--- src/rtl/i2c_mbe_pkg.sv ---
package i2c_mbe_pkg;

  // Command codes; out-of-range actions classify as CMD_IDLE
  typedef enum logic [2:0] {
    CMD_IDLE  = 3'd0,
    CMD_START = 3'd1,
    CMD_STOP  = 3'd2,
    CMD_WRITE = 3'd3,
    CMD_READ  = 3'd4
  } cmd_t;

  // Configuration register indexes
  localparam logic [1:0] REG_PHASE_TICKS    = 2'd0;
  localparam logic [1:0] REG_ACK_POLL_LIMIT = 2'd1;

  localparam int CFG_IDX_W  = 2;
  localparam int CFG_DATA_W = 16;

  localparam logic [15:0] PHASE_TICKS_RST    = 16'd100;
  localparam logic [7:0]  ACK_POLL_LIMIT_RST = 8'd10;

  // Tick queue between front and back
  localparam int Q_DEPTH = 4;
  localparam int Q_PTR_W = 2;
  localparam int Q_CNT_W = 3;

  typedef struct packed {
    cmd_t       cmd;
    logic [7:0] tx_byte;
    logic       last_read;
    logic       sda_in;
  } item_t;

  typedef struct packed {
    logic       scl_out;
    logic       sda_out;
    logic       busy_res;
    logic       done_res;
    logic [7:0] rx_byte;
    logic       ack_missing;
  } res_t;

endpackage

--- src/rtl/i2c_mbe_in_if.sv ---
interface i2c_mbe_in_if;
  logic       valid;
  logic       ready;
  logic [2:0] action;
  logic [7:0] tx_byte;
  logic       last_read;
  logic       sda_in;

  modport source (output valid, output action, output tx_byte, output last_read,
                  output sda_in, input ready);
  modport sink (input valid, input action, input tx_byte, input last_read,
                input sda_in, output ready);
endinterface

--- src/rtl/i2c_mbe_out_if.sv ---
interface i2c_mbe_out_if;
  logic       valid;
  logic       ready;
  logic       scl_out;
  logic       sda_out;
  logic       busy_res;
  logic       done_res;
  logic [7:0] rx_byte;
  logic       ack_missing;

  modport source (output valid, output scl_out, output sda_out, output busy_res,
                  output done_res, output rx_byte, output ack_missing, input ready);
  modport sink (input valid, input scl_out, input sda_out, input busy_res,
                input done_res, input rx_byte, input ack_missing, output ready);
endinterface

--- src/rtl/i2c_master_bit_engine.sv ---
// I2C master bit engine.
// in_ch carries one timing tick per transaction: the sampled SDA level and,
// while the engine is idle, an optional command (start, stop, write byte,
// read byte with ack or nack). Commands that arrive while busy are dropped.
// out_ch returns exactly one result per tick: SCL/SDA levels to drive, busy,
// a done pulse, the last read byte and the missing-acknowledge flag.
// The cfg port sets phase_ticks (index 0) and ack_poll_limit (index 1); write
// it only while idle.
// Throughput: one tick per clock while out_ch takes results. The front
// stage classifies the command and queues the tick (4 entries); the back
// stage runs the phase sequencer and its wait counter, one tick per cycle
// when not stalled, into an output register. A tick accepted into the queue
// is popped into the back stage; its result waits in the output register
// until taken. When out_ch stalls, the output register holds and the queue
// absorbs up to four more ticks before in_ch.ready drops.
// Reset (synchronous, active high) empties the queue, idles the sequencer,
// releases both lines high and restores the default register values.
module i2c_master_bit_engine #(
  parameter int WAIT_WIDTH = 16
) (
  input  logic                               clk,
  input  logic                               rst,
  i2c_mbe_in_if.sink                         in_ch,
  i2c_mbe_out_if.source                      out_ch,
  input  logic                               cfg_we,
  input  logic [i2c_mbe_pkg::CFG_IDX_W-1:0]  cfg_index,
  input  logic [i2c_mbe_pkg::CFG_DATA_W-1:0] cfg_data
);

  logic               q_valid;
  logic               q_pop;
  i2c_mbe_pkg::item_t q_item;

  i2c_mbe_front u_front (
    .clk     (clk),
    .rst     (rst),
    .in_ch   (in_ch),
    .q_valid (q_valid),
    .q_item  (q_item),
    .q_pop   (q_pop)
  );

  i2c_mbe_back #(
    .WAIT_WIDTH (WAIT_WIDTH)
  ) u_back (
    .clk       (clk),
    .rst       (rst),
    .cfg_we    (cfg_we),
    .cfg_index (cfg_index),
    .cfg_data  (cfg_data),
    .q_valid   (q_valid),
    .q_item    (q_item),
    .q_pop     (q_pop),
    .out_ch    (out_ch)
  );

endmodule

--- src/rtl/i2c_mbe_front.sv ---
module i2c_mbe_front (
  input  logic                clk,
  input  logic                rst,
  i2c_mbe_in_if.sink          in_ch,
  output logic                q_valid,
  output i2c_mbe_pkg::item_t  q_item,
  input  logic                q_pop
);

  i2c_mbe_pkg::item_t                  mem [i2c_mbe_pkg::Q_DEPTH];
  logic [i2c_mbe_pkg::Q_PTR_W-1:0]     wr_ptr;
  logic [i2c_mbe_pkg::Q_PTR_W-1:0]     rd_ptr;
  logic [i2c_mbe_pkg::Q_CNT_W-1:0]     count;
  logic                                push;
  i2c_mbe_pkg::item_t                  push_item;

  function automatic logic [i2c_mbe_pkg::Q_CNT_W-1:0] Q_CNT_W_one(input logic b);
    Q_CNT_W_one = {{(i2c_mbe_pkg::Q_CNT_W-1){1'b0}}, b};
  endfunction

  assign in_ch.ready = (count != i2c_mbe_pkg::Q_CNT_W'(i2c_mbe_pkg::Q_DEPTH));
  assign push        = in_ch.valid && in_ch.ready;
  assign q_valid     = (count != '0);
  assign q_item      = mem[rd_ptr];

  // Classify the action; unused codes mean no command
  always_comb begin
    push_item.tx_byte   = in_ch.tx_byte;
    push_item.last_read = in_ch.last_read;
    push_item.sda_in    = in_ch.sda_in;
    case (in_ch.action)
      i2c_mbe_pkg::CMD_START: push_item.cmd = i2c_mbe_pkg::CMD_START;
      i2c_mbe_pkg::CMD_STOP:  push_item.cmd = i2c_mbe_pkg::CMD_STOP;
      i2c_mbe_pkg::CMD_WRITE: push_item.cmd = i2c_mbe_pkg::CMD_WRITE;
      i2c_mbe_pkg::CMD_READ:  push_item.cmd = i2c_mbe_pkg::CMD_READ;
      default:                push_item.cmd = i2c_mbe_pkg::CMD_IDLE;
    endcase
  end

  always_ff @(posedge clk) begin
    if (push) begin
      mem[wr_ptr] <= push_item;
    end
  end

  always_ff @(posedge clk) begin
    if (rst) begin
      wr_ptr <= '0;
      rd_ptr <= '0;
      count  <= '0;
    end else begin
      if (push) begin
        wr_ptr <= wr_ptr + 1'b1;
      end
      if (q_pop) begin
        rd_ptr <= rd_ptr + 1'b1;
      end
      count <= count + Q_CNT_W_one(push) - Q_CNT_W_one(q_pop);
    end
  end

`ifndef NO_ASSERTIONS
  a_count_bound: assert property (@(posedge clk) disable iff (rst)
    count <= i2c_mbe_pkg::Q_CNT_W'(i2c_mbe_pkg::Q_DEPTH))
    else $error("tick queue overfilled");
  a_pop_nonempty: assert property (@(posedge clk) disable iff (rst)
    q_pop |-> q_valid)
    else $error("pop from empty tick queue");
`endif

endmodule

--- src/rtl/i2c_mbe_back.sv ---
module i2c_mbe_back #(
  parameter int WAIT_WIDTH = 16
) (
  input  logic                                   clk,
  input  logic                                   rst,
  input  logic                                   cfg_we,
  input  logic [i2c_mbe_pkg::CFG_IDX_W-1:0]      cfg_index,
  input  logic [i2c_mbe_pkg::CFG_DATA_W-1:0]     cfg_data,
  input  logic                                   q_valid,
  input  i2c_mbe_pkg::item_t                     q_item,
  output logic                                   q_pop,
  i2c_mbe_out_if.source                          out_ch
);

  logic [15:0]           phase_ticks;
  logic [7:0]            ack_poll_limit;

  i2c_mbe_pkg::cmd_t     command_reg, command_next;
  logic [2:0]            phase_step, phase_next;
  logic [WAIT_WIDTH-1:0] wait_count, wait_next;
  logic [3:0]            bit_index, bit_next;
  logic [7:0]            shift_byte, shift_next;
  logic [7:0]            poll_count, poll_next;
  logic                  nack_after, nack_next;
  logic                  scl_level, scl_next;
  logic                  sda_level, sda_next;
  logic                  ack_flag, ack_next;
  logic [7:0]            rx_hold, rx_next;
  logic                  done;
  logic                  run_phase;
  logic                  load_wait;

  logic                  out_valid;
  i2c_mbe_pkg::res_t     res;

  logic [WAIT_WIDTH+15:0] ticks_ext;
  logic [WAIT_WIDTH-1:0]  ticks_raw;
  logic [WAIT_WIDTH-1:0]  load_val;

  assign ticks_ext = {{WAIT_WIDTH{1'b0}}, phase_ticks};
  assign ticks_raw = ticks_ext[WAIT_WIDTH-1:0];
  assign load_val  = (ticks_raw == '0) ? WAIT_WIDTH'(1) : ticks_raw;

  assign q_pop = q_valid && (!out_valid || out_ch.ready);

  always_comb begin
    command_next = command_reg;
    phase_next   = phase_step;
    wait_next    = wait_count;
    bit_next     = bit_index;
    shift_next   = shift_byte;
    poll_next    = poll_count;
    nack_next    = nack_after;
    scl_next     = scl_level;
    sda_next     = sda_level;
    ack_next     = ack_flag;
    rx_next      = rx_hold;
    done         = 1'b0;
    run_phase    = 1'b0;
    load_wait    = 1'b0;

    if (command_reg == i2c_mbe_pkg::CMD_IDLE) begin
      if (q_item.cmd != i2c_mbe_pkg::CMD_IDLE) begin
        command_next = q_item.cmd;
        phase_next   = '0;
        bit_next     = '0;
        poll_next    = '0;
        if (q_item.cmd == i2c_mbe_pkg::CMD_WRITE) begin
          shift_next = q_item.tx_byte;
        end
        if (q_item.cmd == i2c_mbe_pkg::CMD_READ) begin
          nack_next = q_item.last_read;
        end
        run_phase = 1'b1;
      end
    end else begin
      wait_next = wait_count - 1'b1;
      if (wait_next == '0) begin
        // Phase wait ran out: advance the sequence or finish the command
        run_phase = 1'b1;
        case (command_reg)
          i2c_mbe_pkg::CMD_START: begin
            if (phase_step >= 3'd4) begin
              done = 1'b1;
            end else begin
              phase_next = phase_step + 1'b1;
            end
          end
          i2c_mbe_pkg::CMD_STOP: begin
            if (phase_step >= 3'd2) begin
              done = 1'b1;
            end else begin
              phase_next = phase_step + 1'b1;
            end
          end
          i2c_mbe_pkg::CMD_WRITE: begin
            if (phase_step == 3'd2) begin
              bit_next   = bit_index + 1'b1;
              phase_next = (bit_next < 4'd8) ? 3'd0 : 3'd3;
            end else if (phase_step == 3'd6) begin
              phase_next = 3'd6;
            end else if (phase_step >= 3'd7) begin
              done = 1'b1;
            end else begin
              phase_next = phase_step + 1'b1;
            end
          end
          i2c_mbe_pkg::CMD_READ: begin
            if (phase_step == 3'd2) begin
              bit_next   = bit_index + 1'b1;
              phase_next = (bit_next < 4'd8) ? 3'd1 : 3'd3;
            end else if (phase_step >= 3'd5) begin
              done = 1'b1;
            end else begin
              phase_next = phase_step + 1'b1;
            end
          end
          default: done = 1'b1;
        endcase
        if (done) begin
          run_phase = 1'b0;
        end
      end
    end

    // Drive the line change of the phase just entered
    if (run_phase) begin
      load_wait = 1'b1;
      case (command_next)
        i2c_mbe_pkg::CMD_START: begin
          case (phase_next)
            3'd0:    scl_next = 1'b0;
            3'd1:    sda_next = 1'b1;
            3'd2:    scl_next = 1'b1;
            3'd3:    sda_next = 1'b0;
            default: scl_next = 1'b0;
          endcase
        end
        i2c_mbe_pkg::CMD_STOP: begin
          case (phase_next)
            3'd0:    sda_next = 1'b0;
            3'd1:    scl_next = 1'b1;
            default: sda_next = 1'b1;
          endcase
        end
        i2c_mbe_pkg::CMD_WRITE: begin
          case (phase_next)
            3'd0, 3'd3: scl_next = 1'b0;
            3'd1:       sda_next = shift_next[3'd7 - bit_next[2:0]];
            3'd2, 3'd5: scl_next = 1'b1;
            3'd4:       sda_next = 1'b1;
            default: begin
              // Acknowledge poll
              if (!q_item.sda_in) begin
                scl_next   = 1'b0;
                ack_next   = 1'b0;
                phase_next = 3'd7;
              end else if (poll_count > ack_poll_limit || poll_count == 8'hFF) begin
                scl_next  = 1'b0;
                ack_next  = 1'b1;
                done      = 1'b1;
                load_wait = 1'b0;
              end else begin
                poll_next = poll_count + 1'b1;
              end
            end
          endcase
        end
        i2c_mbe_pkg::CMD_READ: begin
          case (phase_next)
            3'd0:       sda_next = 1'b1;
            3'd1, 3'd4: scl_next = 1'b1;
            3'd2: begin
              shift_next = {shift_byte[6:0], q_item.sda_in};
              scl_next   = 1'b0;
            end
            3'd3: begin
              rx_next  = shift_byte;
              sda_next = nack_after;
            end
            default:    scl_next = 1'b0;
          endcase
        end
        default: begin
          done      = 1'b1;
          load_wait = 1'b0;
        end
      endcase
    end

    if (load_wait) begin
      wait_next = load_val;
    end

    if (done) begin
      command_next = i2c_mbe_pkg::CMD_IDLE;
      phase_next   = '0;
      wait_next    = '0;
    end
  end

  always_ff @(posedge clk) begin
    if (rst) begin
      phase_ticks    <= i2c_mbe_pkg::PHASE_TICKS_RST;
      ack_poll_limit <= i2c_mbe_pkg::ACK_POLL_LIMIT_RST;
    end else if (cfg_we) begin
      case (cfg_index)
        i2c_mbe_pkg::REG_PHASE_TICKS:    phase_ticks    <= cfg_data;
        i2c_mbe_pkg::REG_ACK_POLL_LIMIT: ack_poll_limit <= cfg_data[7:0];
        default: ;
      endcase
    end
  end

  always_ff @(posedge clk) begin
    if (rst) begin
      command_reg <= i2c_mbe_pkg::CMD_IDLE;
      phase_step  <= '0;
      wait_count  <= '0;
      bit_index   <= '0;
      shift_byte  <= '0;
      poll_count  <= '0;
      nack_after  <= 1'b0;
      scl_level   <= 1'b1;
      sda_level   <= 1'b1;
      ack_flag    <= 1'b0;
      rx_hold     <= '0;
      out_valid   <= 1'b0;
    end else begin
      if (q_pop) begin
        command_reg <= command_next;
        phase_step  <= phase_next;
        wait_count  <= wait_next;
        bit_index   <= bit_next;
        shift_byte  <= shift_next;
        poll_count  <= poll_next;
        nack_after  <= nack_next;
        scl_level   <= scl_next;
        sda_level   <= sda_next;
        ack_flag    <= ack_next;
        rx_hold     <= rx_next;
        out_valid   <= 1'b1;
      end else if (out_ch.ready) begin
        out_valid <= 1'b0;
      end
    end
  end

  // Result register; holds while the receiver stalls
  always_ff @(posedge clk) begin
    if (q_pop) begin
      res.scl_out     <= scl_next;
      res.sda_out     <= sda_next;
      res.busy_res    <= (command_next != i2c_mbe_pkg::CMD_IDLE);
      res.done_res    <= done;
      res.rx_byte     <= rx_next;
      res.ack_missing <= ack_next;
    end
  end

  assign out_ch.valid       = out_valid;
  assign out_ch.scl_out     = res.scl_out;
  assign out_ch.sda_out     = res.sda_out;
  assign out_ch.busy_res    = res.busy_res;
  assign out_ch.done_res    = res.done_res;
  assign out_ch.rx_byte     = res.rx_byte;
  assign out_ch.ack_missing = res.ack_missing;

`ifndef NO_ASSERTIONS
  a_idle_no_wait: assert property (@(posedge clk) disable iff (rst)
    (command_reg == i2c_mbe_pkg::CMD_IDLE) |-> (wait_count == '0))
    else $error("wait counter running while idle");
  a_busy_wait_live: assert property (@(posedge clk) disable iff (rst)
    (command_reg != i2c_mbe_pkg::CMD_IDLE) |-> (wait_count != '0))
    else $error("busy with expired wait counter");
  a_bit_range: assert property (@(posedge clk) disable iff (rst)
    bit_index <= 4'd8)
    else $error("bit index past byte end");
  a_done_idle: assert property (@(posedge clk) disable iff (rst)
    (out_valid && res.done_res) |-> !res.busy_res)
    else $error("completion reported while busy");
`endif

endmodule
--- src/flat_wrapper.sv ---
// flat-port wrapper written by rule: the top's interface ports become plain ports
module i2c_master_bit_engine_flat 
#(
  parameter int WAIT_WIDTH = 16
)
  (clk, rst, cfg_we, cfg_index, cfg_data, in_ch_valid, in_ch_action, in_ch_tx_byte, in_ch_last_read, in_ch_sda_in, in_ch_ready, out_ch_valid, out_ch_scl_out, out_ch_sda_out, out_ch_busy_res, out_ch_done_res, out_ch_rx_byte, out_ch_ack_missing, out_ch_ready);
  i2c_mbe_in_if in_ch_i ();
  i2c_mbe_out_if out_ch_i ();
  input  logic clk;
  input  logic rst;
  input  logic cfg_we;
  input  logic [i2c_mbe_pkg::CFG_IDX_W-1:0] cfg_index;
  input  logic [i2c_mbe_pkg::CFG_DATA_W-1:0] cfg_data;
  input wire logic [$bits(in_ch_i.valid)-1:0] in_ch_valid;
  input wire logic [$bits(in_ch_i.action)-1:0] in_ch_action;
  input wire logic [$bits(in_ch_i.tx_byte)-1:0] in_ch_tx_byte;
  input wire logic [$bits(in_ch_i.last_read)-1:0] in_ch_last_read;
  input wire logic [$bits(in_ch_i.sda_in)-1:0] in_ch_sda_in;
  output wire logic [$bits(in_ch_i.ready)-1:0] in_ch_ready;
  output wire logic [$bits(out_ch_i.valid)-1:0] out_ch_valid;
  output wire logic [$bits(out_ch_i.scl_out)-1:0] out_ch_scl_out;
  output wire logic [$bits(out_ch_i.sda_out)-1:0] out_ch_sda_out;
  output wire logic [$bits(out_ch_i.busy_res)-1:0] out_ch_busy_res;
  output wire logic [$bits(out_ch_i.done_res)-1:0] out_ch_done_res;
  output wire logic [$bits(out_ch_i.rx_byte)-1:0] out_ch_rx_byte;
  output wire logic [$bits(out_ch_i.ack_missing)-1:0] out_ch_ack_missing;
  input wire logic [$bits(out_ch_i.ready)-1:0] out_ch_ready;
  assign in_ch_i.valid = in_ch_valid;
  assign in_ch_i.action = in_ch_action;
  assign in_ch_i.tx_byte = in_ch_tx_byte;
  assign in_ch_i.last_read = in_ch_last_read;
  assign in_ch_i.sda_in = in_ch_sda_in;
  assign in_ch_ready = in_ch_i.ready;
  assign out_ch_valid = out_ch_i.valid;
  assign out_ch_scl_out = out_ch_i.scl_out;
  assign out_ch_sda_out = out_ch_i.sda_out;
  assign out_ch_busy_res = out_ch_i.busy_res;
  assign out_ch_done_res = out_ch_i.done_res;
  assign out_ch_rx_byte = out_ch_i.rx_byte;
  assign out_ch_ack_missing = out_ch_i.ack_missing;
  assign out_ch_i.ready = out_ch_ready;
  i2c_master_bit_engine #(.WAIT_WIDTH(WAIT_WIDTH)) u_core (.clk(clk), .rst(rst), .in_ch(in_ch_i), .out_ch(out_ch_i), .cfg_we(cfg_we), .cfg_index(cfg_index), .cfg_data(cfg_data));
endmodule
--- config.mk ---
export PLATFORM = sky130hd
export DESIGN_NAME = i2c_master_bit_engine_flat
export DESIGN_NICKNAME = d
export VERILOG_FILES = /design/src/rtl/i2c_mbe_pkg.sv /design/src/rtl/i2c_mbe_in_if.sv /design/src/rtl/i2c_mbe_out_if.sv /design/src/rtl/i2c_master_bit_engine.sv /design/src/rtl/i2c_mbe_front.sv /design/src/rtl/i2c_mbe_back.sv /design/src/flat_wrapper.sv
export SDC_FILE = /design/constraint.sdc
export NUM_CORES = 1
export LEC_CHECK = 0
export ABC_AREA = 1
export BUFFER_PORTS_ARGS = -buffer_cell sky130_fd_sc_hd__buf_2
export CORE_MARGIN = 2
export CORE_UTILIZATION = 35
export CTS_CLUSTER_DIAMETER = 30
export DETAILED_ROUTE_END_ITERATION = 10
export GPL_TIMING_DRIVEN = 0
export HOLD_SLACK_MARGIN = 0.15
export PLACE_DENSITY = 0.61
export SYNTH_ARGS = -nofsm -noshare
export SYNTH_HDL_FRONTEND = slang
export SYNTH_SLANG_ARGS = --single-unit
export TNS_END_PERCENT = 5
--- constraint.sdc ---
create_clock -name clk -period 5.4 [get_ports clk]
set_input_delay 0 -clock clk [delete_from_list [all_inputs] [get_ports clk]]
set_output_delay 0 -clock clk [all_outputs]
set_load 0.01 [all_outputs]
After elaboration in Yosys (flattened, before gate mapping). Memories as Yosys holds them, arrays and structs flattened. A register that Yosys moved wholly into a read port is not among the register bits. Index checks and enable logic that the tools add are counted.

Eq/ne operators: 26. $add $sub $neg: 9. Order comparisons: 7. Muxes and demuxes: 100. Reductions and logical operators: 29.

Operators by type and width (number): 8-bit 2-to-1 mux (16); 16-bit 2-to-1 mux (4); 3-bit 2-to-1 mux (18); 1-bit 2-to-1 mux (38); 16-bit zero test (2); 3-bit by 2-bit == test with 1-bit output (second input constant) (10); 3-bit one-hot mux with 4 select lines (2); 3-bit == test (second input constant) (7); 4-bit 2-to-1 mux (5); 1-bit one-hot mux with 2 select lines (8); 16-bit by 1-bit subtractor with 16-bit output (second input constant) (1); 3-bit by 1-bit == test with 1-bit output (second input constant) (4); 1-bit one-hot mux with 4 select lines (3); 2-bit OR reduction (5); 3-bit >= comparator (second input constant) (3); 3-bit nonzero test (3); 8-bit by 1-bit adder with 8-bit output (second input constant) (1); 8-bit == test (second input constant) (1); 8-bit > comparator (1); 2-bit 2-to-1 mux (4); 2-bit nonzero test (4); 3-bit zero test (2); 3-bit inequality test (second input constant) (2); 2-bit AND reduction (3); other kinds (21) (24).

Bits of input ports: 36. Flip-flop bits (word level): 99. Logic and storage cells: 196. Output and inout bits: 15. Memories kept: 1. Bits in writable memories: 52.

Memories: u_core.u_front.mem (depth 4, width 13, read ports 1, clocked after memory_dff 1, wr ports 1, RTL line i2c_mbe_front.sv:10) `i2c_mbe_pkg::item_t mem [i2c_mbe_pkg::Q_DEPTH];`.

Longest topological paths before layout. Gate-level depths: netlist of run 1.

Depth after elaboration: 16. Depth in mapped cells: 25. Depth with buffers taken out: 24.

Cells and area by module. A second synthesis of run 1 with hierarchy kept.

Cell total of the unflattened synthesis: 1146. Area, all modules: 8624.5 µm².

By module, submodules not included: i2c_mbe_back (area each 6124.6 µm², cells an instance 953, instances 1, seq. area each 1971.9 µm²); i2c_mbe_front (area each 2499.9 µm², cells an instance 193, instances 1, seq. area each 1741.7 µm²).

Worst setup path after synthesis of run 1. Ideal clock, no wire load.

Path kind: reg-to-reg. From: register u_core.u_front.count[1] (netlist bit). To: register u_core.u_front.count[2] (netlist bit). Setup time: 70 ps. Buffers on the path: 2. Data arrival time: 2673 ps. Period minus slack after synthesis: 2743 ps. Required time: 5330 ps. Slack: 2657 ps. Cell stages (with the launch flop): 13. Cells stage by stage: dfxtp_1 inv_1 a31oi_1 buf_2 buf_1 ha_1 inv_1 ha_1 inv_1 fa_1 inv_1 o21ai_0 a21oi_1.

Elaborated cells between the ends (all ways): 6. Those cells by class: 2 x add/sub; 1 x eq/ne; 3 x reduce/logical.

RTL lines: start, declared (RTL line i2c_mbe_front.sv:13) `logic [i2c_mbe_pkg::Q_CNT_W-1:0] count;`; start signal, assigned (RTL line i2c_mbe_front.sv:58) `count <= count + Q_CNT_W_one(push) - Q_CNT_W_one(q_pop);`; 3-bit nonzero test (RTL line i2c_mbe_front.sv:23) `assign q_valid = (count != '0);`; 1-bit logical AND (RTL line i2c_mbe_back.sv:44) `assign q_pop = q_valid && (!out_valid || out_ch.ready);`; named net u_core.q_pop (RTL line i2c_master_bit_engine.sv:31) `logic q_pop;`; 3-bit by 1-bit subtractor with 3-bit output (RTL line i2c_mbe_front.sv:58).

The timed path passes the listed nets, and every way through them passes these cells. A chain may end at the register's enable or synchronous reset.

Final worst setup path of run 1.
From: register u_core.u_back.wait_count[0]. To: register u_core.u_back.wait_count[10].

Word-level cells in the longest chain between the ends: 11. Elaborated cells between the ends (all ways): 28. Those cells by class: 1 x add/sub; 6 x eq/ne; 17 x mux; 4 x reduce/logical.

Ends and longest elaborated chain: start, declared (RTL line i2c_mbe_back.sv:20) `logic [WAIT_WIDTH-1:0] wait_count, wait_next;`; start signal, assigned (RTL line i2c_mbe_back.sv:233) `wait_count <= wait_next;`; 16-bit by 1-bit subtractor with 16-bit output (*) (RTL line i2c_mbe_back.sv:77) `wait_next = wait_count - 1'b1;`; 16-bit zero test (RTL line i2c_mbe_back.sv:78) `if (wait_next == '0) begin`; 3-bit 2-to-1 mux / 1-bit 2-to-1 mux (equally long branches) (RTL line i2c_mbe_back.sv:78); 3-bit 2-to-1 mux / 1-bit 2-to-1 mux (equally long branches) (RTL line i2c_mbe_back.sv:62) `if (command_reg == i2c_mbe_pkg::CMD_IDLE) begin`; 3-bit by 2-bit == test with 1-bit output (tied with other cells) (RTL line i2c_mbe_back.sv:147) `case (phase_next)`; 6-bit OR reduction (no line) / 1-bit 2-to-1 mux (equally long branches); 1-bit 2-to-1 mux (RTL line i2c_mbe_back.sv:147); 1-bit one-hot mux with 2 select lines (RTL line i2c_mbe_back.sv:129) `case (command_next)`; 1-bit 2-to-1 mux (RTL line i2c_mbe_back.sv:127) `if (run_phase) begin`; 3-bit inequality test (no line) / 16-bit 2-to-1 mux (equally long branches); 2-bit AND reduction (no line) / 16-bit 2-to-1 mux (equally long branches).

Mark *: on every way between the ends. The rest lies on a longest branch, timed or not. The select of a mux whose other input is x is not followed.

==> results of run 1 <==
==> synthesized netlist by cell type, types with 3 or more instances <==
library cell and number:
ha_1 24, clkbuf_1 24, nand3b_1 11, a21oi_1 82
or2_1 3, a21oi_2 8, nor2_1 108, xor2_1 3
inv_2 10, o21ai_1 11, o211ai_1 19, nand2_1 211
nand2_2 8, dfxtp_1 88, nand3_1 87, nand2_4 6
o21ai_0 92, nand4_1 7, xnor2_1 4, nor2_4 8
edfxtp_1 65, inv_1 142, a31oi_1 3, buf_6 3
nor3_1 7, buf_2 10, o22ai_1 7, nor2_2 11
==> report_power, final <==
part	internal [W]	switching, W	leakage (nW)	total, W
Clock	0.000623	0.000583	0.288	0.00121
Combinational	0.00106	0.00223	2.65	0.00329
Sequential	0.00151	0.000167	1.33	0.00168
Total	0.00320	0.00298	4.26	0.00618
==> per-stage QoR <==
step	hold slack, ns	cells	instance area (sq um)	utilization, %	worst slack [ns]
after floorplan	0.0989	1097	8440	-	2.66
after global placement	0.214	1466	9090	38.6	1.82
after detailed placement	0.215	1466	9090	38.6	1.79
after CTS	0.151	1543	10100	43.0	1.75
after global routing	0.236	1543	10100	43.0	1.85
final	0.189	1543	10100	43.0	2.17
==> timing repair <==
item | CTS | global route
gates resized for setup | 0 | 0
hold buffers | 45 | 0
hold endpoints to repair | 79 | 0
==> area by class of cell <==
| class | count | area (sq um) |
|---|---|---|
| Clock inverter | 15 | 163 |
| Timing Repair Buffer | 95 | 701 |
| Inverter | 155 | 587 |
| Clock buffer | 17 | 425 |
| Multi-Input combinational cell | 748 | 3940 |
| Tap cell | 319 | 399 |
| Sequential cell | 153 | 3710 |
| Buffer | 41 | 195 |
| Fill cell | 2417 | 13400 |
==> worst max-delay path, stage by stage (launching register included) <==
cell,delay [ns]
dfxtp_1,0.47
inv_2,0.12
ha_1,0.30
nand2_4,0.15
inv_2,0.07
nand3_1,0.06
nand2_1,0.07
nor2_1,0.10
nand2_1,0.06
nor2_1,0.19
nand3_1,0.17
o31ai_2,0.61
clkbuf_1,0.39
o21ai_0,0.15
nand3_1,0.11
a21oi_1,0.07
==> kinds of logic after synthesis <==
group / share of synthesized area [%]
flip-flops: 44.0
AO/OA/AOI/OAI: 16.0
XOR/XNOR: 0.727
AND/OR/NAND/NOR: 26.1
buffers and inverters: 9.25
multiplexers: 0.119
adder cells (fa/ha/maj): 3.80
==> metal layers <==
metal	wire length [um]	up-vias
li1	-	3883
met1	10400	3544
met2	10400	152
met3	815	28
met4	410	0
met5	0	-
==> how the worst min path moves through the flow <==
stage	from	end
finish	cfg_index[0]	u_core.u_back.phase_ticks[6]
global route	rst	u_core.u_back.wait_count[15]
CTS	cfg_index[0]	u_core.u_back.phase_ticks[6]
detailed placement	in_ch_tx_byte[7]	u_core.u_front.mem[0][9]
global placement	in_ch_sda_in	u_core.u_front.mem[2][0]
floorplan	in_ch_sda_in	u_core.u_front.mem[0][0]
==> cell usage in the layout, fill, tap and decap left out, types with 17 or more instances in the layout <==
cell,instances
a21oi_1,82
buf_2,60
clkbuf_1,24
clkbuf_16,17
dfxtp_1,88
dlygate4sd3_1,45
edfxtp_1,65
ha_1,24
inv_1,142
nand2_1,211
nand3_1,87
nor2_1,108
o211ai_1,19
o21ai_0,92
==> results.ini, run 1 <==
[clocking]
cts-htree-levels=4
clk_pin_slew_ns=0.07
post_cts_buffers=0
cts_tree=done
cts.path.max_buffers=2
cts_root_buf=clkbuf_16
clkSinkCount=153
clock_latency_ns=0.44
cts_buffers=17

[cells_and_area]
antenna_cells=0
largest_reg_flops=52
fin_nets=1272
regMostFlops=u_core.u_front.mem
area_growth_pct=20.0
largestRegisters=u_core.u_front.mem x52, u_core.u_back.phase_ticks x16, u_core.u_back.wait_count x16
layout-drive-gt1-share_pct=13.0

[global_route]
antenna_found_initial=0
grt_use_met3_pct=2.79
use_met1_pct=23.2
grt_max_degree=24
grt_first_pass_wirelength_mm=36.4
grt_usage_pct=17.7
globalRouteMet2Util_pct=29.8
busiest_layer=met2
first_global_vias=7235
gr-total-overflow=0

[timing]
fin_crit_ns=3.23
final-setup-viol-count=0
fin_tns_setup_ns=0
hold_viol_final=0
rsz0062_at_grt=false
fmaxAchievable_mhz=309
tightest_slew_ns=1.27
skew_ns=0.0174
drv_slew=0
slew_headroom_pct=15.3
period_share_pct=59.9

[critical_path]
r2r_end=u_core.u_back.wait_count[10]
ff2ff_setup_slack_ns=2.17
cp-endpoint=u_core.u_back.wait_count[10]
critPathLaunch=u_core.u_back.wait_count[0]
cp.required_ns=5.71
r2r_cells=15
worstPathMaxFanout=10
cp-end-kind=flip-flop
start_kind=flip-flop
r2r-start=u_core.u_back.wait_count[0]
cp.arrival_ns=3.55
critPathKind=flip-flop to flip-flop

[route]
drt-initial-drc-count=541
drt-total-wl_mm=22.0
antenna_left=0
wire_per_inst_um=14.3
drc=0
avgViaCountPerCell=4.93
vias=7607
dr.pass1.iters=5

[worst_hold_path]
min_path_type=input port to flip-flop
hold-path-cell-count=4

[synth]
seq_area_frac_synth_pct=44.0
netlist_instances=1097
synth_fp_nets=1158
synth-edff-count=65
synth_seq_cells=153
ys_top_cells_by_area=edfxtp_1, dfxtp_1, nand2_1
ys.flop_type=dfxtp_1
synth_top_area_share_pct=23.1
async_reset_ff_share_pct=0
yosys_warnings=0
synthesis.area_sq_um=8440
synth_top_cell_by_area=edfxtp_1
synth.distinct_cells=56
postSynthAreaPerCell_sq_um=7.69

[run_status]
status=complete, no violations

[power_and_ir_drop]
powerDensity_nw_per_um2=610
p_leak_nw=4.26
ir_drop_uv=339
p_total_w=0.00618

[floorplanning]
row_count=56
die_h_um=159
ios=51
start_util_pct=35.8
coreArea_sq_um=23500
die_x_um=159
dieArea_sq_um=25400

[placed_design]
dpl.hpwl_mm=15.6
portBuffers=50
place_congestion=0.922

[job]
max_cap_violations=0

Power figures use the tool's default switching activity.
==> inputs of run 2 (changes only) <==
--- a/config.mk
+++ b/config.mk
@@ -13,7 +13,7 @@
 export DETAILED_ROUTE_END_ITERATION = 10
 export GPL_TIMING_DRIVEN = 0
 export HOLD_SLACK_MARGIN = 0.15
-export PLACE_DENSITY = 0.61
+export PLACE_DENSITY = 0.63
 export SYNTH_ARGS = -nofsm -noshare
 export SYNTH_HDL_FRONTEND = slang
 export SYNTH_SLANG_ARGS = --single-unit
==> constraint.sdc (replaced) <==
create_clock -name clk -period 2.9 [get_ports clk]
set_input_delay 0 -clock clk [delete_from_list [all_inputs] [get_ports clk]]
set_output_delay 0 -clock clk [all_outputs]
set_load 0.01 [all_outputs]
==> run 2 against run 1 <==
  * Critical endpoint is now u_core.u_back.wait_count[12]
  * Clock skew shrank 0.0024 ns
  * Utilization grew 1.5 points
  * Combinational power grew 100%
  * Routed wire length shrank 0.27%
  * Maximum frequency grew 18%
==> results.ini, run 2 (synthesis gave the netlist of run 1 again) <==
[worst_hold_path]
hold-path-cell-count=5  ; +1
min_path_type=input port to flip-flop
holdPathEnd=u_core.u_back.phase_ticks[13]
worstHoldStart=cfg_index[0]

[clocking]
cts.path.max_buffers=2  ; unchanged
cts_tree=done
cts_root_buf=clkbuf_16
clkSinkCount=153  ; unchanged
cts_buffers=17  ; unchanged
clk_pin_slew_ns=0.08  ; about the same
clock_latency_ns=0.43  ; about the same
cts-htree-levels=4  ; unchanged

[run_status]
status=complete, no violations

[route]
antenna_left=0  ; unchanged
drt-initial-drc-count=472  ; -13%
avgViaCountPerCell=4.97  ; +0.87%
vias=7723  ; +1.5%
drc=0  ; unchanged
dr.pass1.iters=7  ; +2
drt-total-wl_mm=21.9  ; -0.27%
wire_per_inst_um=14.1  ; -0.91%

[timing]
rsz0062_at_grt=true
fin_crit_ns=2.75  ; -0.486 ns
final-setup-viol-count=0  ; unchanged
skew_ns=0.0150  ; -0.00242 ns
hold_viol_final=0  ; unchanged
period_share_pct=94.8  ; +35 points
setup_ws_ns=0.151  ; -2.01 ns
fmaxAchievable_mhz=364  ; +18%
drv_slew=0  ; unchanged
tightest_slew_ns=1.24  ; -0.0280 ns
fin_tns_setup_ns=0  ; unchanged
slew_headroom_pct=17.2  ; +1.9 points

[critical_path]
cpMostUsedCell=nand2_1
cp_cell_sequence=nor2_2, nand2_1, nor2_1, nand2_1, nand2_1, nand2_1, inv_1, nand3_1, nor2_4, nand3_4, inv_2, nand2_1, nand2_4, nand2_4, clkinv_4, nand4_4, nand2_4, inv_2, buf_6, nand2_1, nand3_1, a21oi_1
r2r_end=u_core.u_back.wait_count[12]
critical-path-slowest-cell=dfxtp_2
slowest_delay_ns=0.36  ; -0.25 ns
start_kind=flip-flop
critPathKind=flip-flop to flip-flop
cp.arrival_ns=3.10  ; -0.45 ns
path_buf_inv=5  ; +2
cp-end-kind=flip-flop
worstPathMaxFanout=10  ; unchanged
cp.required_ns=3.25  ; -2.46 ns
critical_path.top_delay_family=simple AND/OR/NAND/NOR gates
r2r-start=u_core.u_back.wait_count[3]
r2r_cells=22  ; +7
ff2ff_setup_slack_ns=0.15  ; -2.01 ns

[placed_design]
portBuffers=50  ; unchanged
dpl_cell_area_sq_um=9090  ; unchanged
dpl_worst_slack_ns=-0.713  ; -2.50 ns
dpl.hpwl_mm=15.5  ; -0.27%
place_congestion=0.899  ; -2.5%

[global_route]
gr-total-overflow=0  ; unchanged
grt_max_degree=24  ; unchanged
grt_first_pass_wirelength_mm=35.6  ; -2.2%
grt_usage_pct=17.2  ; -0.49 points
first_global_vias=7177  ; -0.80%
antenna_found_initial=0  ; unchanged

[floorplanning]
coreArea_sq_um=23500  ; unchanged
die_h_um=159  ; unchanged
row_count=56  ; unchanged
die_x_um=159  ; unchanged
start_util_pct=35.8  ; unchanged
dieArea_sq_um=25400  ; unchanged
ios=51  ; unchanged

[power_and_ir_drop]
p_leak_nw=4.37  ; +2.6%
ir_drop_uv=661  ; +95%
p_total_w=0.0120  ; +95%
powerDensity_nw_per_um2=1150  ; +88%

[cells_and_area]
largest_reg_flops=52  ; unchanged
largestRegisters=u_core.u_front.mem x52, u_core.u_back.phase_ticks x16, u_core.u_back.wait_count x16
layout-drive-gt1-share_pct=17.5  ; +4.5 points
mostFrequentLayoutCells=nand2_1, inv_1, nor2_1, o21ai_0, nand3_1
final_common_cell=nand2_1
fin_area_sq_um=10500  ; +3.5%
fin_nets=1282  ; +0.79%
regMostFlops=u_core.u_front.mem
final_util_pct=44.5  ; +1.5 points
antenna_cells=0  ; unchanged
area_growth_pct=24.2

[job]
max_cap_violations=0  ; unchanged

run 2: cell count changes in the layout (fill, tap and decap cells not counted), moves of 5 or more:
cell	delta
nor2_1	-13
dfxtp_1	-9
nor2_4	+8
nand2_1	-9
dfxtp_2	+7
buf_2	-6
buf_4	+9
nand2_2	+8
nor2_2	+5
run 2: cell type report:
| cell class | count | area (sq um) |
|---|---|---|
| Clock buffer | 17 | 425 |
| Timing Repair Buffer | 105 | 788 |
| Clock inverter | 15 | 184 |
| Multi-Input combinational cell | 748 | 4120 |
| Tap cell | 319 | 399 |
| Buffer | 41 | 238 |
| Fill cell | 2347 | 13100 |
| Sequential cell | 153 | 3730 |
| Inverter | 155 | 594 |
run 2: per-layer routing:
| layer | up-vias | share of wire, % | track usage, % |
|---|---|---|---|
| met5 | - | 0 | 0 |
| met4 | 0 | 2.0 | 6.03 |
| li1 | 3896 | - | - |
| met2 | 198 | 48 | 28.9 |
| met3 | 27 | 4.1 | 2.84 |
| met1 | 3602 | 46 | 22.5 |
run 2: worst max-delay path by stage:
| stage | startpoint | endpoint | slack [ns] | cells past startpoint |
|---|---|---|---|---|
| global route | u_core.u_back.wait_count[0] | u_core.u_back.command_reg[0] | -0.08 | 23 |
| floorplan | u_core.u_front.count[1] | u_core.u_front.count[2] | 0.16 | 12 |
| CTS | u_core.u_back.phase_step[1] | u_core.u_back.wait_count[13] | 0.007 | 16 |
| detailed placement | u_core.u_front.count[1] | u_core.u_front.count[2] | -0.71 | 12 |
| finish | u_core.u_back.wait_count[3] | u_core.u_back.wait_count[12] | 0.15 | 22 |
| global placement | u_core.u_front.count[1] | u_core.u_front.count[2] | -0.67 | 12 |
run 2: worst register-to-register path, cell delays in order, from the launching register on:
cell and delay, ns:
dfxtp_2 0.36, nor2_2 0.17, nand2_1 0.13, nor2_1 0.15, nand2_1 0.06, nand2_1 0.08, nand2_1 0.07, inv_1 0.07
nand3_1 0.13, nor2_4 0.20, nand3_4 0.11, inv_2 0.08, nand2_1 0.08, nand2_4 0.12, nand2_4 0.07, clkinv_4 0.06
nand4_4 0.08, nand2_4 0.13, inv_2 0.07, buf_6 0.14, nand2_1 0.09, nand3_1 0.08, a21oi_1 0.14
run 2: per-stage QoR:
| stage | instances | hold WS [ns] |
|---|---|---|
| after floorplan | 1097 | 0.0989 |
| after global placement | 1466 | 0.216 |
| after detailed placement | 1466 | 0.216 |
| after CTS | 1544 | 0.169 |
| after global routing | 1553 | 0.239 |
| final | 1553 | 0.201 |
run 2: repair_timing:
item                                    in CTS  in global routing
hold buffers                                46                  0
pin swaps                                    0                 15
hold endpoints to repair                    79                  0
gates resized for setup                     20                 69
cloned                                       0                  1
endpoints found under the setup margin      64                 64
setup buffers                                0                  8
run 2: power breakdown:
part | total (W) | internal (W) | switching, W
Clock | 0.00224 | 0.00118 | 0.00106
Combinational | 0.00663 | 0.00228 | 0.00435
Sequential | 0.00316 | 0.00283 | 0.000333
==> inputs of run 3 (changes only) <==
--- a/config.mk
+++ b/config.mk
@@ -13,6 +13,7 @@
 export DETAILED_ROUTE_END_ITERATION = 10
 export GPL_TIMING_DRIVEN = 0
 export HOLD_SLACK_MARGIN = 0.15
+export MAX_ROUTING_LAYER = met4
 export PLACE_DENSITY = 0.63
 export SYNTH_ARGS = -nofsm -noshare
 export SYNTH_HDL_FRONTEND = slang
==> run 3 against run 2 <==
  * Global-route usage is 0.29 points higher
  * Highest routed layer unchanged
  * Final cell count fell by 0.26%
  * Setup slack lost 0.054 ns
  * Non-clock buffer count shrank 4
  * Worst hold slack got worse by 0.028 ns
  * Largest cell class unchanged
  * Sequential power barely moved
==> results.ini, run 3 (synthesis gave the netlist of run 1 again) <==
[run_status]
status=complete, no violations

[clocking]
cts.path.max_buffers=2  ; unchanged
clkSinkCount=153  ; unchanged
cts_buffers=17  ; unchanged
cts_root_buf=clkbuf_16
clock_latency_ns=0.44  ; about the same
clk_pin_slew_ns=0.07  ; about the same
cts_tree=done
cts-htree-levels=4  ; unchanged

[critical_path]
slowest_delay_ns=0.37  ; about the same
worstPathMaxFanout=10  ; unchanged
critical-path-slowest-cell=nor3_1
cp.required_ns=3.20  ; -0.05 ns
critical_path.top_delay_family=simple AND/OR/NAND/NOR gates
ff2ff_setup_slack_ns=0.1  ; -0.05 ns
path_buf_inv=4  ; -1
start_kind=flip-flop
cp_cell_sequence=inv_1, nor3_1, inv_1, nand3_1, and3_2, nand3_1, nand2_2, inv_2, nor2_4, nand4_4, buf_4, o211ai_1, a21oi_1
critPathKind=flip-flop to flip-flop
cp.arrival_ns=3.10  ; about the same
cp-end-kind=flip-flop

[power_and_ir_drop]
powerDensity_nw_per_um2=1150  ; +0.13%
p_leak_nw=4.35  ; -0.47%
p_total_w=0.0121  ; +0.28%
ir_drop_uv=665  ; +0.67%

[timing]
tightest_slew_ns=1.28  ; +0.0409 ns
skew_ns=0.0173  ; +0.00236 ns
rsz0062_at_grt=true
fin_crit_ns=2.80  ; +0.0544 ns
fmaxAchievable_mhz=357  ; -1.9%
period_share_pct=96.7  ; +1.9 points
slew_headroom_pct=14.5  ; -2.7 points
setup_ws_ns=0.0966  ; -0.0544 ns
hold_viol_final=0  ; unchanged
drv_slew=0  ; unchanged
final-setup-viol-count=0  ; unchanged

[route]
avgViaCountPerCell=4.95  ; -0.46%
drc=0  ; unchanged
drt-initial-drc-count=465  ; -1.5%
antenna_left=0  ; unchanged
drt-total-wl_mm=21.9  ; -0.14%
vias=7668  ; -0.71%
wire_per_inst_um=14.2  ; +0.12%
dr.pass1.iters=5  ; -2

[cells_and_area]
antenna_cells=0  ; unchanged
fin_area_sq_um=10500  ; +0.15%
fin_nets=1278  ; -0.31%
final_common_cell=nand2_1
largest_reg_flops=52  ; unchanged
finalNonFillerCells=1549  ; -0.26%
mostFrequentLayoutCells=nand2_1, inv_1, nor2_1, o21ai_0, a21oi_1
largestRegisters=u_core.u_front.mem x52, u_core.u_back.phase_ticks x16, u_core.u_back.wait_count x16
regMostFlops=u_core.u_front.mem
layout-drive-gt1-share_pct=18.1  ; +0.63 points
area_growth_pct=24.4

[global_route]
first_global_vias=6965  ; -3.0%
grt_max_degree=24  ; unchanged
gr-total-overflow=0  ; unchanged
antenna_found_initial=0  ; unchanged
grt_usage_pct=17.5  ; +0.29 points
grt_first_pass_wirelength_mm=35.0  ; -1.5%

[placed_design]
place_congestion=0.912  ; +1.4%
dpl_worst_slack_ns=-0.699  ; +0.0140 ns
portBuffers=50  ; unchanged
dpl_cell_area_sq_um=9090  ; unchanged
dpl.hpwl_mm=15.4  ; -0.81%
placed_cells=1466  ; unchanged

[floorplanning]
die_x_um=159  ; unchanged
start_util_pct=35.8  ; unchanged
row_count=56  ; unchanged
dieArea_sq_um=25400  ; unchanged
ios=51  ; unchanged
coreArea_sq_um=23500  ; unchanged
die_h_um=159  ; unchanged

[worst_hold_path]
min_path_type=input port to flip-flop

[job]
max_cap_violations=0  ; unchanged

-- run 3: cell type report --
cell class	instances	area (sq um)
repair buffers	101	756
clock buffers	17	425
flip-flops and latches	153	3730
multi-input cells	748	4180
inverters	155	592
plain buffers	41	231
clock inverters	15	191
fillers	2368	13000
well taps	319	399
-- run 3: path summary, 6_finish.rpt --
check                                   from                              end  depth (start not counted)
max             u_core.u_back.command_reg[1]      u_core.u_back.shift_byte[3]                         13
min reg2reg  u_core.u_back.ack_poll_limit[4]  u_core.u_back.ack_poll_limit[4]                          2
max reg2reg     u_core.u_back.command_reg[1]      u_core.u_back.shift_byte[3]                         13
min                             cfg_index[0]     u_core.u_back.phase_ticks[6]                          5
-- run 3: routing by layer --
layer | vias to the layer above | track usage, % | part of all wire (%)
li1 | 3887 | - | -
met4 | 0 | 5.74 | 1.9
met3 | 35 | 2.66 | 3.6
met2 | 185 | 28.6 | 47
met1 | 3561 | 22.4 | 47
met5 | - | - | 0
-- run 3: what timing repair did --
action	CTS	global route
setup endpoints to repair	57	61
gates cloned	0	0
endpoints found under the hold margin	79	0
hold buffers	44	0
gates resized for setup	19	81
pin swaps	0	11
setup buffers	0	7
-- run 3: tightest hold or removal path: cells and delay by family --
family                 cells  cell delay, ns
buffers and inverters      2            0.30
AND/OR/NAND/NOR            2            0.16
AO/OA/AOI/OAI              1            0.08
-- run 3: power breakdown --
part / internal, W / switching (W) / leakage [nW]
logic: 0.00225 / 0.00436 / 2.72
clock network: 0.00125 / 0.00105 / 0.300
registers: 0.00283 / 0.000327 / 1.33
total: 0.00633 / 0.00574 / 4.35
-- run 3: per-stage QoR --
stage / setup TNS [ns] / hold slack, ns / util [%]
floorplan: 0 / 0.0989 / -
global placement: -6.13 / 0.217 / 38.6
detailed placement: -6.72 / 0.215 / 38.6
CTS: 0 / 0.152 / 43.3
global route: -0.588 / 0.221 / 44.6
finish: 0 / 0.173 / 44.6
